`config.mk`:
```
export PLATFORM = sky130hd
export DESIGN_NAME = mac_learning_forward_decider
export DESIGN_NICKNAME = d
export VERILOG_FILES = /design/src/rtl/mlfd_pkg.sv /design/src/rtl/mlfd_ctrl.sv /design/src/rtl/mlfd_datapath.sv /design/src/rtl/mac_learning_forward_decider.sv
export SDC_FILE = /design/constraint.sdc
export NUM_CORES = 2
export LEC_CHECK = 0
export ABC_CLOCK_PERIOD_IN_PS = 6240
export BUFFER_PORTS_ARGS = -buffer_cell sky130_fd_sc_hd__buf_2
export CAP_MARGIN = 20
export CELL_PAD_IN_SITES_DETAIL_PLACEMENT = 1
export CELL_PAD_IN_SITES_GLOBAL_PLACEMENT = 2
export CORE_ASPECT_RATIO = 0.7
export CORE_MARGIN = 1.5
export CORE_UTILIZATION = 45
export DETAILED_ROUTE_END_ITERATION = 10
export PLACE_DENSITY = 0.77
export SETUP_SLACK_MARGIN = 0.2
export SYNTH_ARGS = -nofsm -noshare
export SYNTH_HDL_FRONTEND = slang
export SYNTH_SLANG_ARGS = --single-unit
```
`constraint.sdc`:
```
create_clock -name clk -period 6.24 [get_ports clk]
set_input_delay 0.936 -clock clk [delete_from_list [all_inputs] [get_ports clk]]
set_output_delay 0.936 -clock clk [all_outputs]
set_load 0.02 [all_outputs]
```
`src/rtl/mlfd_pkg.sv`:
```
// Shared types and constants for the MAC learning forward decider.
// No dependencies; imported by every module of the block.
package mlfd_pkg;

  localparam logic [15:0] ETH_IPV4   = 16'h0800;
  localparam logic [15:0] ETH_ARP    = 16'h0806;
  localparam logic [15:0] ETH_IPV6   = 16'h86DD;
  localparam logic [7:0]  PROTO_ICMP = 8'd1;
  localparam logic [7:0]  PROTO_TCP  = 8'd6;
  localparam logic [7:0]  PROTO_UDP  = 8'd17;
  localparam logic [15:0] FLOOD_PORT = 16'd65531;
  localparam logic [47:0] MAC_BCAST  = 48'hFFFF_FFFF_FFFF;
  localparam logic [7:0]  UNK_PROTO_RST = 8'hFF;

  localparam logic [1:0] ACT_NONE  = 2'd0;
  localparam logic [1:0] ACT_FLOOD = 2'd1;
  localparam logic [1:0] ACT_ADD   = 2'd2;

  localparam int IN_W  = 184;
  localparam int OUT_W = 64;

  typedef enum logic [2:0] {
    ST_IDLE,
    ST_DECODE,
    ST_SRC_SCAN,
    ST_LEARN,
    ST_DST_SCAN,
    ST_FINISH
  } state_t;

  typedef struct packed {
    logic [15:0] in_port;
    logic [47:0] src_mac;
    logic [47:0] dst_mac;
    logic [15:0] ether_type;
    logic [7:0]  ip_proto;
    logic [15:0] arp_opcode;
    logic [15:0] l4_src_port;
    logic [15:0] l4_dst_port;
  } hdr_t;

  typedef struct packed {
    logic [1:0]  action;
    logic [15:0] fwd_port;
    logic        dst_found;
    logic [7:0]  match_proto;
    logic [15:0] match_l4_src;
    logic [15:0] match_l4_dst;
    logic        host_learned;
    logic        table_full;
  } res_t;

  // controller -> datapath
  typedef struct packed {
    logic accept;     // latch header, clear per-item flags
    logic scan_start; // reset scan pointer, latch key
    logic key_dst;    // key select for scan_start: 1 = dst_mac
    logic scan_run;   // advance scan one step
    logic learn;      // store src_mac/in_port if room
    logic out_load;   // load result register
  } cmd_t;

  // datapath -> controller
  typedef struct packed {
    logic scan_done;
    logic scan_hit;
    logic is_arp;
    logic dst_bcast;
    logic need_dst;   // IPv4 ICMP/TCP/UDP lookup
  } stat_t;

endpackage

```
`src/rtl/mlfd_ctrl.sv`:
```
// Controller FSM for the MAC learning forward decider.
// Depends on mlfd_pkg; drives cmd_t to mlfd_datapath, owns output valid.
module mlfd_ctrl
  import mlfd_pkg::*;
(
  input  logic  clk,
  input  logic  rst_n,
  input  logic  in_tvalid,
  output logic  in_tready,
  output logic  out_tvalid,
  input  logic  out_tready,
  input  stat_t stat,
  output cmd_t  cmd
);

  state_t state_r, state_nxt;
  logic   out_valid_r, out_valid_nxt;
  logic   slot_free;

  assign slot_free  = !out_valid_r || out_tready;
  assign in_tready  = (state_r == ST_IDLE);
  assign out_tvalid = out_valid_r;

  // next state
  always_comb begin
    state_nxt = state_r;
    case (state_r)
      ST_IDLE: begin
        if (in_tvalid) state_nxt = ST_DECODE;
      end
      ST_DECODE: begin
        if (stat.is_arp)        state_nxt = ST_SRC_SCAN;
        else if (stat.need_dst) state_nxt = ST_DST_SCAN;
        else                    state_nxt = ST_FINISH;
      end
      ST_SRC_SCAN: begin
        if (stat.scan_done) state_nxt = ST_LEARN;
      end
      ST_LEARN: begin
        state_nxt = stat.dst_bcast ? ST_FINISH : ST_DST_SCAN;
      end
      ST_DST_SCAN: begin
        if (stat.scan_done) state_nxt = ST_FINISH;
      end
      ST_FINISH: begin
        if (slot_free) state_nxt = ST_IDLE;
      end
      default: state_nxt = ST_IDLE;
    endcase
  end

  // outputs
  always_comb begin
    cmd = '0;
    case (state_r)
      ST_IDLE: begin
        cmd.accept = in_tvalid;
      end
      ST_DECODE: begin
        cmd.scan_start = stat.is_arp || stat.need_dst;
        cmd.key_dst    = !stat.is_arp;
      end
      ST_SRC_SCAN: begin
        cmd.scan_run = 1'b1;
        cmd.learn    = stat.scan_done && !stat.scan_hit;
      end
      ST_LEARN: begin
        cmd.scan_start = !stat.dst_bcast;
        cmd.key_dst    = 1'b1;
      end
      ST_DST_SCAN: begin
        cmd.scan_run = 1'b1;
      end
      ST_FINISH: begin
        cmd.out_load = slot_free;
      end
      default: cmd = '0;
    endcase
  end

  always_comb begin
    out_valid_nxt = out_valid_r;
    if (out_valid_r && out_tready) out_valid_nxt = 1'b0;
    if (cmd.out_load)              out_valid_nxt = 1'b1;
  end

  always_ff @(posedge clk) begin
    if (!rst_n) begin
      state_r     <= ST_IDLE;
      out_valid_r <= 1'b0;
    end else begin
      state_r     <= state_nxt;
      out_valid_r <= out_valid_nxt;
    end
  end

endmodule

```
`src/rtl/mlfd_datapath.sv`:
```
// Datapath: header latch, host table memory, linear scan, result register.
// Depends on mlfd_pkg; commanded by mlfd_ctrl.
module mlfd_datapath
  import mlfd_pkg::*;
#(
  parameter int HOST_TABLE_DEPTH = 64
) (
  input  logic                                 clk,
  input  logic                                 rst_n,
  input  logic                                 cfg_we,
  input  logic [7:0]                           cfg_wdata,
  input  hdr_t                                 hdr_in,
  input  cmd_t                                 cmd,
  output stat_t                                stat,
  output res_t                                 res,
  output logic [$clog2(HOST_TABLE_DEPTH):0]    host_count
);

  localparam int AW = $clog2(HOST_TABLE_DEPTH);
  localparam int CW = AW + 1;
  localparam logic [CW-1:0] DEPTH_C = CW'(HOST_TABLE_DEPTH);

  // entry = {port, mac}
  logic [63:0] host_mem [HOST_TABLE_DEPTH];

  logic [7:0]    unk_proto_r;
  hdr_t          hdr_r;
  logic [CW-1:0] count_r;
  logic [CW-1:0] scan_addr_r;
  logic          issue_r;
  logic [63:0]   rd_data_r;
  logic [47:0]   key_r;
  logic          key_dst_r;
  logic          found_r;
  logic [15:0]   dst_port_r;
  logic          learned_r;
  logic          full_r;
  res_t          res_r, res_nxt;

  logic hit_now, scan_more;
  logic is_ipv4, is_ipv6, is_arp, dst_bcast, l4_proto, is_unk;

  assign is_ipv4   = (hdr_r.ether_type == ETH_IPV4);
  assign is_ipv6   = (hdr_r.ether_type == ETH_IPV6);
  assign is_arp    = (hdr_r.ether_type == ETH_ARP);
  assign dst_bcast = (hdr_r.dst_mac == MAC_BCAST);
  assign l4_proto  = (hdr_r.ip_proto == PROTO_ICMP) || (hdr_r.ip_proto == PROTO_TCP) ||
                     (hdr_r.ip_proto == PROTO_UDP);
  assign is_unk    = (hdr_r.ip_proto == unk_proto_r);

  assign scan_more = (scan_addr_r < count_r);
  assign hit_now   = issue_r && (rd_data_r[47:0] == key_r);

  always_comb begin
    stat.scan_done = hit_now || (!issue_r && !scan_more);
    stat.scan_hit  = hit_now;
    stat.is_arp    = is_arp;
    stat.dst_bcast = dst_bcast;
    stat.need_dst  = is_ipv4 && l4_proto;
  end

  always_ff @(posedge clk) begin
    if (!rst_n) begin
      unk_proto_r <= UNK_PROTO_RST;
    end else if (cfg_we) begin
      unk_proto_r <= cfg_wdata;
    end
  end

  // host count and per-item flags
  always_ff @(posedge clk) begin
    if (!rst_n) begin
      count_r   <= '0;
      learned_r <= 1'b0;
      full_r    <= 1'b0;
    end else begin
      if (cmd.accept) begin
        learned_r <= 1'b0;
        full_r    <= 1'b0;
      end
      if (cmd.learn) begin
        if (count_r < DEPTH_C) begin
          count_r   <= count_r + 1'b1;
          learned_r <= 1'b1;
        end else begin
          full_r <= 1'b1;
        end
      end
    end
  end

  // memory write
  always_ff @(posedge clk) begin
    if (cmd.learn && (count_r < DEPTH_C)) begin
      host_mem[count_r[AW-1:0]] <= {hdr_r.in_port, hdr_r.src_mac};
    end
  end

  // memory read, one entry a cycle
  always_ff @(posedge clk) begin
    if (cmd.scan_run && scan_more) begin
      rd_data_r <= host_mem[scan_addr_r[AW-1:0]];
    end
  end

  always_ff @(posedge clk) begin
    if (!rst_n) begin
      scan_addr_r <= '0;
      issue_r     <= 1'b0;
      found_r     <= 1'b0;
    end else begin
      if (cmd.accept) found_r <= 1'b0;
      if (cmd.scan_start) begin
        scan_addr_r <= '0;
        issue_r     <= 1'b0;
      end else if (cmd.scan_run) begin
        issue_r <= scan_more;
        if (scan_more) scan_addr_r <= scan_addr_r + 1'b1;
        if (hit_now && key_dst_r) found_r <= 1'b1;
      end
    end
  end

  always_ff @(posedge clk) begin
    if (cmd.accept) hdr_r <= hdr_in;
    if (cmd.scan_start) begin
      key_r     <= cmd.key_dst ? hdr_r.dst_mac : hdr_r.src_mac;
      key_dst_r <= cmd.key_dst;
    end
    if (cmd.scan_run && hit_now && key_dst_r) dst_port_r <= rd_data_r[63:48];
  end

  // result formation
  always_comb begin
    res_nxt = '0;
    if (is_ipv6) begin
      res_nxt.action   = ACT_FLOOD;
      res_nxt.fwd_port = FLOOD_PORT;
    end else if (is_arp) begin
      res_nxt.host_learned = learned_r;
      res_nxt.table_full   = full_r;
      if (dst_bcast) begin
        res_nxt.action   = ACT_FLOOD;
        res_nxt.fwd_port = FLOOD_PORT;
      end else begin
        res_nxt.action      = ACT_ADD;
        res_nxt.dst_found   = found_r;
        res_nxt.fwd_port    = found_r ? dst_port_r : 16'd0;
        res_nxt.match_proto = hdr_r.arp_opcode[7:0];
      end
    end else if (is_ipv4) begin
      if (l4_proto) begin
        res_nxt.action      = ACT_ADD;
        res_nxt.dst_found   = found_r;
        res_nxt.fwd_port    = found_r ? dst_port_r : 16'd0;
        res_nxt.match_proto = hdr_r.ip_proto;
        if (hdr_r.ip_proto != PROTO_ICMP) begin
          res_nxt.match_l4_src = hdr_r.l4_src_port;
          res_nxt.match_l4_dst = hdr_r.l4_dst_port;
        end
      end else if (is_unk) begin
        res_nxt.action   = ACT_FLOOD;
        res_nxt.fwd_port = FLOOD_PORT;
      end
    end
  end

  always_ff @(posedge clk) begin
    if (cmd.out_load) res_r <= res_nxt;
  end

  assign res        = res_r;
  assign host_count = count_r;

endmodule

```
`src/rtl/mac_learning_forward_decider.sv`:
```
// Top level of the MAC learning forward decider.
// Depends on mlfd_pkg, mlfd_ctrl and mlfd_datapath.
//
// Channel   Dir  Handshake           Payload
// in_       in   in_tvalid/tready    in_tdata[183:0]: parsed packet-in header
// out_      out  out_tvalid/tready   out_tdata[63:0]: forwarding decision
// cfg_      in   cfg_we              cfg_wdata[7:0]: unknown_proto_code
//
// Flow: one transaction at a time. A lookup walks the table one entry a cycle
// from index 0, stopping at the first hit. ARP walks it for the source MAC, then
// a learn state, then walks again for the destination MAC unless it is broadcast.
// Reset: synchronous, active low; empties the host table (fill count to zero)
// and sets unknown_proto_code to 255. No clearing pass is needed.
// Stalls: a finished result sits in the output register; the next transaction
// is accepted meanwhile and waits only at its own result load.
module mac_learning_forward_decider
  import mlfd_pkg::*;
#(
  parameter int HOST_TABLE_DEPTH = 64
) (
  input  logic               clk,
  input  logic               rst_n,
  // in_tdata, low bit up: in_port[15:0], src_mac[63:16], dst_mac[111:64],
  // ether_type[127:112], ip_proto[135:128], arp_opcode[151:136],
  // l4_src_port[167:152], l4_dst_port[183:168]
  input  logic               in_tvalid,
  output logic               in_tready,
  input  logic [IN_W-1:0]    in_tdata,
  // out_tdata, low bit up: action[1:0], fwd_port[17:2], dst_found[18],
  // match_proto[26:19], match_l4_src[42:27], match_l4_dst[58:43],
  // host_learned[59], table_full[60], zero[63:61]
  output logic               out_tvalid,
  input  logic               out_tready,
  output logic [OUT_W-1:0]   out_tdata,
  input  logic               cfg_we,
  input  logic [7:0]         cfg_wdata
);

  localparam int CW = $clog2(HOST_TABLE_DEPTH) + 1;

  hdr_t          hdr_in;
  res_t          res;
  cmd_t          cmd;
  stat_t         stat;
  logic [CW-1:0] host_count;

  assign hdr_in.in_port     = in_tdata[15:0];
  assign hdr_in.src_mac     = in_tdata[63:16];
  assign hdr_in.dst_mac     = in_tdata[111:64];
  assign hdr_in.ether_type  = in_tdata[127:112];
  assign hdr_in.ip_proto    = in_tdata[135:128];
  assign hdr_in.arp_opcode  = in_tdata[151:136];
  assign hdr_in.l4_src_port = in_tdata[167:152];
  assign hdr_in.l4_dst_port = in_tdata[183:168];

  assign out_tdata = {3'b000, res.table_full, res.host_learned, res.match_l4_dst,
                      res.match_l4_src, res.match_proto, res.dst_found,
                      res.fwd_port, res.action};

  mlfd_ctrl u_ctrl (
    .clk        (clk),
    .rst_n      (rst_n),
    .in_tvalid  (in_tvalid),
    .in_tready  (in_tready),
    .out_tvalid (out_tvalid),
    .out_tready (out_tready),
    .stat       (stat),
    .cmd        (cmd)
  );

  mlfd_datapath #(
    .HOST_TABLE_DEPTH (HOST_TABLE_DEPTH)
  ) u_dp (
    .clk        (clk),
    .rst_n      (rst_n),
    .cfg_we     (cfg_we),
    .cfg_wdata  (cfg_wdata),
    .hdr_in     (hdr_in),
    .cmd        (cmd),
    .stat       (stat),
    .res        (res),
    .host_count (host_count)
  );

  // one transaction in flight: the cycle after an accept is always busy
  a_busy_after_accept: assert property (@(posedge clk) disable iff (!rst_n)
    in_tvalid && in_tready |=> !in_tready)
    else $error("input accepted back to back");

  // fill count never passes the table depth
  a_count_bound: assert property (@(posedge clk) disable iff (!rst_n)
    host_count <= CW'(HOST_TABLE_DEPTH))
    else $error("host count beyond table depth");

  // a result never both learns and reports a full table
  a_learn_full: assert property (@(posedge clk) disable iff (!rst_n)
    out_tvalid |-> !(res.host_learned && res.table_full))
    else $error("learned and full together");

  // flood always goes to the flood port
  a_flood_port: assert property (@(posedge clk) disable iff (!rst_n)
    out_tvalid && (res.action == ACT_FLOOD) |-> (res.fwd_port == FLOOD_PORT))
    else $error("flood with wrong port");

endmodule
```
== Yosys cells after proc, flatten, opt, wreduce, memory -nomap -nowiden ==
Memory sizes are Yosys's and may differ from the RTL's. A register that Yosys moved wholly into a read port is not among the register bits.
Cells that the tools add are included.
W data, S select, Z words.

* Multiplexer cells: 37
* Add/sub/neg operators: 2
* Eq/ne operators: 19
* Bitwise logic cells: 5
* $lt $le $gt $ge: 2
* Reductions and logical operators: 30

{| class="wikitable"
|+ Operator list
! operator !! number
|-
| $mux W59 || 1
|-
| $eq A48 B48 Y1 || 1
|-
| $eq A48 B48 Y1 const B || 1
|-
| $mux W48 || 1
|-
| $mux W41 || 1
|-
| $mux W18 || 2
|-
| $eq A16 B12 Y1 const B || 2
|-
| $mux W32 || 1
|-
| $mux W27 || 1
|-
| $mux W1 || 20
|-
| $pmux W3 S6 || 1
|-
| $mux W17 || 1
|-
| $eq A16 B16 Y1 const B || 1
|-
| $mux W16 || 1
|-
| $mux W3 || 5
|-
| $add A7 B1 Y7 const B || 2
|-
| $logic_and A1 B1 Y1 || 10
|-
| $mux W9 || 1
|-
| $eq A8 B1 Y1 const B || 1
|-
| $eq A8 B3 Y1 const B || 1
|-
| $eq A8 B5 Y1 const B || 1
|-
| $eq A8 B8 Y1 || 1
|-
| $ne A8 B1 Y1 const B || 1
|-
| $lt A7 B7 Y1 || 1
|-
| 16 further kinds || 36
|}

* Logic and storage cells: 124
* Input bits: 197
* Output and inout bits: 66
* Bits in writable memories: 4,096
* Register bits: 332
* Memories kept: 1

{| class="wikitable"
|+ Memory list
! memory !! depth !! bits a word !! read ports !! clocked after memory_dff !! wr ports !! line !! text
|-
| u_dp.host_mem || 64 || 64 || 1 || 1 || 1 || mlfd_datapath.sv:24 || <nowiki>logic [63:0] host_mem [HOST_TABLE_DEPTH];</nowiki>
|}

== Depth between registers and ports, before layout ==
* Word-level depth: 9
* Gate-level depth with buffers: 12
* Mapped depth without buffers: 11

== Cells and area by module ==
A second synthesis with hierarchy kept.

* Cells, all modules: 7,219
* Area total of the unflattened synthesis: 170,342.1 um^2

{| class="wikitable"
|+ Modules (own cells, without submodules)
! module !! cells an instance !! instances !! area an instance (um^2) !! seq. area each (um^2)
|-
| mlfd_datapath || 7,180 || 1 || 170,014.3 || 134,509.0
|-
| mlfd_ctrl || 35 || 1 || 301.5 || 80.1
|-
| mac_learning_forward_decider || 4 || 1 || 26.3 || 0.0
|}

== Worst setup path before layout ==
No wires, ideal clock.

* Kind: reg-to-reg
* Start: register u_dp.count_r[4], in the netlist u_dp.host_count[4]
* End: memory u_dp.host_mem[62][0] (enable)
* Data arrival time: 4.953 ns
* Setup slack: 0.801 ns
* Clock period less this slack: 5.439 ns
* Required time: 5.753 ns
* Stages on the path, launching flop included: 11
* Path buffers: 1
* Setup time: 0.487 ns
* Path through: dfxtp_1 > clkbuf_1 > inv_1 > ha_1 > a21oi_1 > o21ai_0 > a21oi_1 > or2_2 > nor4_1 > nand3_1 > nor2_1

* Word-level cells in the longest chain between the ends: 9
* Elaborated cells on any way between the ends: 10
* Classes of those cells: order compare (2); mux (3); reduce/logical (5)

{| class="wikitable"
|+ Ends and longest elaborated chain
! item !! line !! text
|-
| start, declared || mlfd_datapath.sv:28 || <nowiki>logic [CW-1:0] count_r;</nowiki>
|-
| start signal, assigned || mlfd_datapath.sv:83 || <nowiki>count_r <= count_r + 1'b1;</nowiki>
|-
| $lt A7 B7 Y1 || mlfd_datapath.sv:51 || <nowiki>assign scan_more = (scan_addr_r < count_r);</nowiki>
|-
| $logic_not A1 Y1 || mlfd_datapath.sv:55 || <nowiki>stat.scan_done = hit_now || (!issue_r && !scan_more);</nowiki>
|-
| $logic_and A1 B1 Y1 || mlfd_datapath.sv:55 ||
|-
| $logic_or A1 B1 Y1 || mlfd_datapath.sv:55 ||
|-
| $logic_and A1 B1 Y1 || mlfd_ctrl.sv:65 || <nowiki>cmd.learn = stat.scan_done && !stat.scan_hit;</nowiki>
|-
| $mux W1 || mlfd_ctrl.sv:55 || <nowiki>case (state_r)</nowiki>
|-
| $logic_and A1 B1 Y1 || mlfd_datapath.sv:94 || <nowiki>if (cmd.learn && (count_r < DEPTH_C)) begin</nowiki>
|-
| $mux W1 || mlfd_datapath.sv:94 ||
|-
| $mux W1 (not written as such) || mlfd_datapath.sv:95 || <nowiki>host_mem[count_r[AW-1:0]] <= {hdr_r.in_port, hdr_r.src_mac};</nowiki>
|-
| end, declared || mlfd_datapath.sv:24 ||
|}

Parallel ways exist; a longest one is shown, timed or not.

== Worst setup path after layout ==
* Start: register u_dp.scan_addr_r[1]
* End: memory u_dp.host_mem[5][57] (enable)

* Word-level cells in the longest chain between the ends: 9

{| class="wikitable"
|+ Ends and longest elaborated chain
! item !! line !! text
|-
| start, declared || mlfd_datapath.sv:29 || <nowiki>logic [CW-1:0] scan_addr_r;</nowiki>
|-
| start signal, assigned || mlfd_datapath.sv:118 || <nowiki>if (scan_more) scan_addr_r <= scan_addr_r + 1'b1;</nowiki>
|-
| $lt A7 B7 Y1 || mlfd_datapath.sv:51 ||
|-
| $logic_not A1 Y1 || mlfd_datapath.sv:55 ||
|-
| $logic_and A1 B1 Y1 || mlfd_datapath.sv:55 ||
|-
| $logic_or A1 B1 Y1 || mlfd_datapath.sv:55 ||
|-
| $logic_and A1 B1 Y1 || mlfd_ctrl.sv:65 ||
|-
| $mux W1 || mlfd_ctrl.sv:55 ||
|-
| $logic_and A1 B1 Y1 || mlfd_datapath.sv:94 ||
|-
| $mux W1 || mlfd_datapath.sv:94 ||
|-
| $mux W1 (not written as such) || mlfd_datapath.sv:95 ||
|}

No other way between the ends.

==> run_results.csv <==
group,metric,value,unit
sta,timing.hold.ws,0.09562,ns
clock_tree,clkLatencyLatePin,1.02,ns
drt,final_ant_viol_nets,0,
sta,drv_slew,0,
drt,drt-initial-drc-count,12363,
drt,via_per_inst,6.394,
critical_path,worst_path_dominant_cell_family,"simple AND/OR/NAND/NOR gates",
sta,number_of_endpoints_failing_setup_at_the_final_stage,0,
placement,numPortBuffers,251,
critical_path,cp-start-kind,"flip-flop",
sta,tightestPinTransition,1.100,ns
placement,placed_cell_area,178700,sq um
drt,finalWirelength,484900,microns
logic_synthesis,synth_area_leaders,"sky130_fd_sc_hd__edfxtp_1 (79%), sky130_fd_sc_hd__mux4_2 (17%), sky130_fd_sc_hd__a22oi_1 (0.57%)",
logic_synthesis,synth_top_cells_by_count,"sky130_fd_sc_hd__edfxtp_1 (4462), sky130_fd_sc_hd__mux4_2 (1280), sky130_fd_sc_hd__clkbuf_1 (232)",
critical_path,path_common_cell,"sky130_fd_sc_hd__nand2_1",
floorplan,start_util,45.15,%
critical_path,crit_path_top_delay_cell,"sky130_fd_sc_hd__buf_4",
drt,drt_pass1_iterations,5,
clock_tree,clock_sink_count,4492,
critical_path,crit_fanout,41,
clock_tree,post_cts.repair.setup_buffers,0,
placement,gpl.final_weighted_congestion,0.8056,
floorplan,fp.dieArea,379500,sq um
clock_tree,numCtsBuffers,423,
critical_path,worstPathCellList,"ha_1 -> nand2_1 -> o21ai_0 -> a21oi_1 -> or2_2 -> nor4_1 -> nand2_1 -> nor2_4 -> buf_4",
logic_synthesis,syn_avg_cell_area,24.93,sq um
layout,flow.area_growth_from_synthesis,13.57,%
floorplan,rows,188,
logic_synthesis,number_of_enable_flip_flop_cells_after_synthesis,4462,
drt,detailroute.via_count,81665,
logic_synthesis,netlist.top_cell.by_area,"sky130_fd_sc_hd__edfxtp_1",
sta,rsz0062_at_grt,"false",
logic_synthesis,yosys_register_bits,4492,
min_path,min_path_type,"primary input to flip-flop",
placement,dpl.hpwl,256000,microns
logic_synthesis,yosys_most_used_dff,"sky130_fd_sc_hd__edfxtp_1",
logic_synthesis,synth-seq-area-share,79.60,%
floorplan,design.portCount,263,
layout,final_net_count,7593,
drt,remaining_drc_errors,0,
clock_tree,cts_repair_resize_count,0,
critical_path,cp_data_required_time,6.80,ns
logic_synthesis,number_of_different_library_cells_in_the_post_synthesis_netlist,56,
pwr,power.ir.vdd_worst,0.2936,mV
critical_path,worstPathArrival,5.22,ns
sta,timing.fmax,0.2149,GHz
global_routing,grt_antenna_before_repair,25,
logic_synthesis,postSynthCellCount,6783,
global_routing,first_global_vias,81843,
clock_tree,ctsHtreeMaxLevel,5,
clock_tree,clk_root_buffer_cell,"sky130_fd_sc_hd__clkbuf_16",
flow_run,max_cap_viol_count,0,
global_routing,grt.total_usage,25.31,%
critical_path,crit_buf_inv,1,
pwr,leakage,57.69,nW
critical_path,cp-end-kind,"flip-flop",
clock_tree,ctsLongestPathBuffers,4,
critical_path,timing.critical_path.slowest_cell_delay,0.83,ns
clock_tree,clock_tree_from_tritoncts,"done",
logic_synthesis,cell_with_the_most_instances_after_synthesis,"sky130_fd_sc_hd__edfxtp_1",
logic_synthesis,synthesis.yosys.warnings,0,
floorplan,die_height,515.9,microns
sta,fin_skew,0.06438,ns
clock_tree,cts_hold_buf,0,
sta,min_period_over_period,74.57,%
critical_path,timing_worst_setup_path_type,"flip-flop to flip-flop",
global_routing,grt-ovfl-total,0,
global_routing,maximum_number_of_pins_on_one_net_before_global_route_repair,117,
pwr,finalPower,0.05969,W
floorplan,core,374500,sq um
global_routing,wire_length_of_the_first_global_routing_pass,665300,microns
layout,drive_above_1_share,32.30,%
pwr,power.density_cell_area,310.8,nW/um^2
drt,drt-wirelength-per-cell,37.96,microns
logic_synthesis,synthArstFlopShare,0,%
floorplan,floorplan.die.width,735.7,microns
layout,postLayoutCellArea,192000,sq um
logic_synthesis,share_of_the_synthesized_area_in_the_top_cell_type,79.24,%
sta,period_minus_slack,4.653,ns
sta,worst_max_slew_margin_expressed_relative_to_the_limit,26.68,%
clock_tree,clk_pin_slew,0.07,ns
sta,finalHoldViolations,0,
logic_synthesis,mapped_area,169100,sq um
status,status,"finished, final reports clean",
sta,timing.setup.tns,0,ns
path summary, 6_finish.rpt:
path	start	end	slack, ns	cells past startpoint
setup / recovery	u_dp.scan_addr_r[1]	u_dp.host_mem[5][57]	1.59	9
hold / removal	in_tdata[38]	u_dp.hdr_r[142]	0.1	1
setup reg to reg	u_dp.scan_addr_r[1]	u_dp.host_mem[5][57]	1.59	9
hold reg to reg	u_dp.rd_data_r[50]	u_dp.dst_port_r[2]	0.44	0
cell families after synthesis:
logic type / synth area share, %
adder cells (fa/ha/maj): 0.05920
AO/OA/AOI/OAI: 0.8228
AND/OR/NAND/NOR: 0.9449
buffers and inverters: 0.8539
flip-flops: 79.60
XOR/XNOR: 0.3056
other: 0.002218
multiplexers: 17.42
worst register-to-register path, delay by kind of cell (launching register included):
kind	cells	cell delay, ns
AOI/OAI and AO/OA	2	0.33
DFF	1	0.78
adders and majority gates	1	0.24
and+or+nand+nor	5	1.99
buffers and inverters	1	0.83
sequential cells by signal, summed over array words and instances (netlist names), 3 cells and up:
| name | count |
|---|---|
| u_ctrl.state_r | 3 |
| u_dp.dst_port_r | 16 |
| u_dp.hdr_r | 176 |
| u_dp.host_count | 7 |
| u_dp.host_mem | 4096 |
| u_dp.key_r | 48 |
| u_dp.rd_data_r | 64 |
| u_dp.res | 61 |
| u_dp.scan_addr_r | 7 |
| u_dp.unk_proto_r | 8 |
routing by layer:
metal  track usage, %  wire (microns)
met5                0              36
met4            8.633           18410
met2            38.49          222300
met1            36.80          189600
met3            5.318           54480
cells in the final DEF (no fill, tap or decap), types with 6 or more instances in the layout:
| cell type | netlist | routed |
|---|---|---|
| sky130_fd_sc_hd__mux2i_1 | 8 | 8 |
| sky130_fd_sc_hd__clkbuf_1 | 232 | 101 |
| sky130_fd_sc_hd__clkbuf_16 | 0 | 427 |
| sky130_fd_sc_hd__nand3_1 | 13 | 13 |
| sky130_fd_sc_hd__a22oi_1 | 128 | 128 |
| sky130_fd_sc_hd__nor2b_1 | 10 | 8 |
| sky130_fd_sc_hd__inv_6 | 0 | 9 |
| sky130_fd_sc_hd__and3_1 | 8 | 8 |
| sky130_fd_sc_hd__nor3_1 | 6 | 6 |
| sky130_fd_sc_hd__mux4_2 | 1280 | 1280 |
| sky130_fd_sc_hd__clkinv_2 | 0 | 68 |
| sky130_fd_sc_hd__diode_2 | 0 | 10 |
| sky130_fd_sc_hd__buf_2 | 52 | 251 |
| sky130_fd_sc_hd__o21ai_0 | 21 | 21 |
| sky130_fd_sc_hd__mux2_2 | 43 | 43 |
| sky130_fd_sc_hd__nor2_4 | 0 | 66 |
| sky130_fd_sc_hd__dfxtp_1 | 30 | 26 |
| sky130_fd_sc_hd__xor2_1 | 31 | 31 |
| sky130_fd_sc_hd__buf_4 | 4 | 200 |
| sky130_fd_sc_hd__bufinv_16 | 0 | 32 |
| sky130_fd_sc_hd__nand4_1 | 24 | 24 |
| sky130_fd_sc_hd__buf_12 | 0 | 64 |
| sky130_fd_sc_hd__inv_1 | 20 | 18 |
| sky130_fd_sc_hd__clkinv_8 | 0 | 8 |
| sky130_fd_sc_hd__nand2_1 | 98 | 98 |
| sky130_fd_sc_hd__clkinv_1 | 0 | 98 |
| sky130_fd_sc_hd__nor4_1 | 15 | 14 |
| sky130_fd_sc_hd__edfxtp_1 | 4462 | 4462 |
| sky130_fd_sc_hd__a21oi_1 | 27 | 27 |
| sky130_fd_sc_hd__xnor2_1 | 28 | 28 |
| sky130_fd_sc_hd__nor2_1 | 86 | 20 |
| sky130_fd_sc_hd__ha_1 | 8 | 8 |
| sky130_fd_sc_hd__clkinvlp_4 | 0 | 8 |
| sky130_fd_sc_hd__and2_1 | 41 | 40 |
area by class of cell:
| type | count | area, sq um |
|---|---|---|
| diodes | 10 | 25.02 |
| clock buffers | 528 | 11060 |
| clock inverters | 237 | 2211 |
| fillers | 32142 | 182400 |
| inverters | 20 | 85.08 |
| multi-input cells | 1932 | 33610 |
| flip-flops and latches | 4492 | 134600 |
| well taps | 5035 | 6300 |
| repair buffers | 519 | 4136 |
report_power, final:
group | leakage [nW] | total [W] | internal, W | switching (W)
logic | 10.7 | 0.000904 | 0.000146 | 0.000758
registers | 40.5 | 0.0336 | 0.0335 | 0.0000923
clock network | 6.47 | 0.0252 | 0.0139 | 0.0113
stage by stage:
step | utilization (%) | worst slack, ns | cells
6_report | 51.28 | 1.587 | 12773
5_1_grt | 51.28 | 1.440 | 12765
4_1_cts | 51.25 | 1.654 | 12760
3_5_place_dp | 47.71 | 1.666 | 11995
3_3_place_gp | 47.70 | 1.663 | 11994
2_1_floorplan | - | 0.8009 | 6785
No activity file was read; power rests on OpenSTA's default activity.
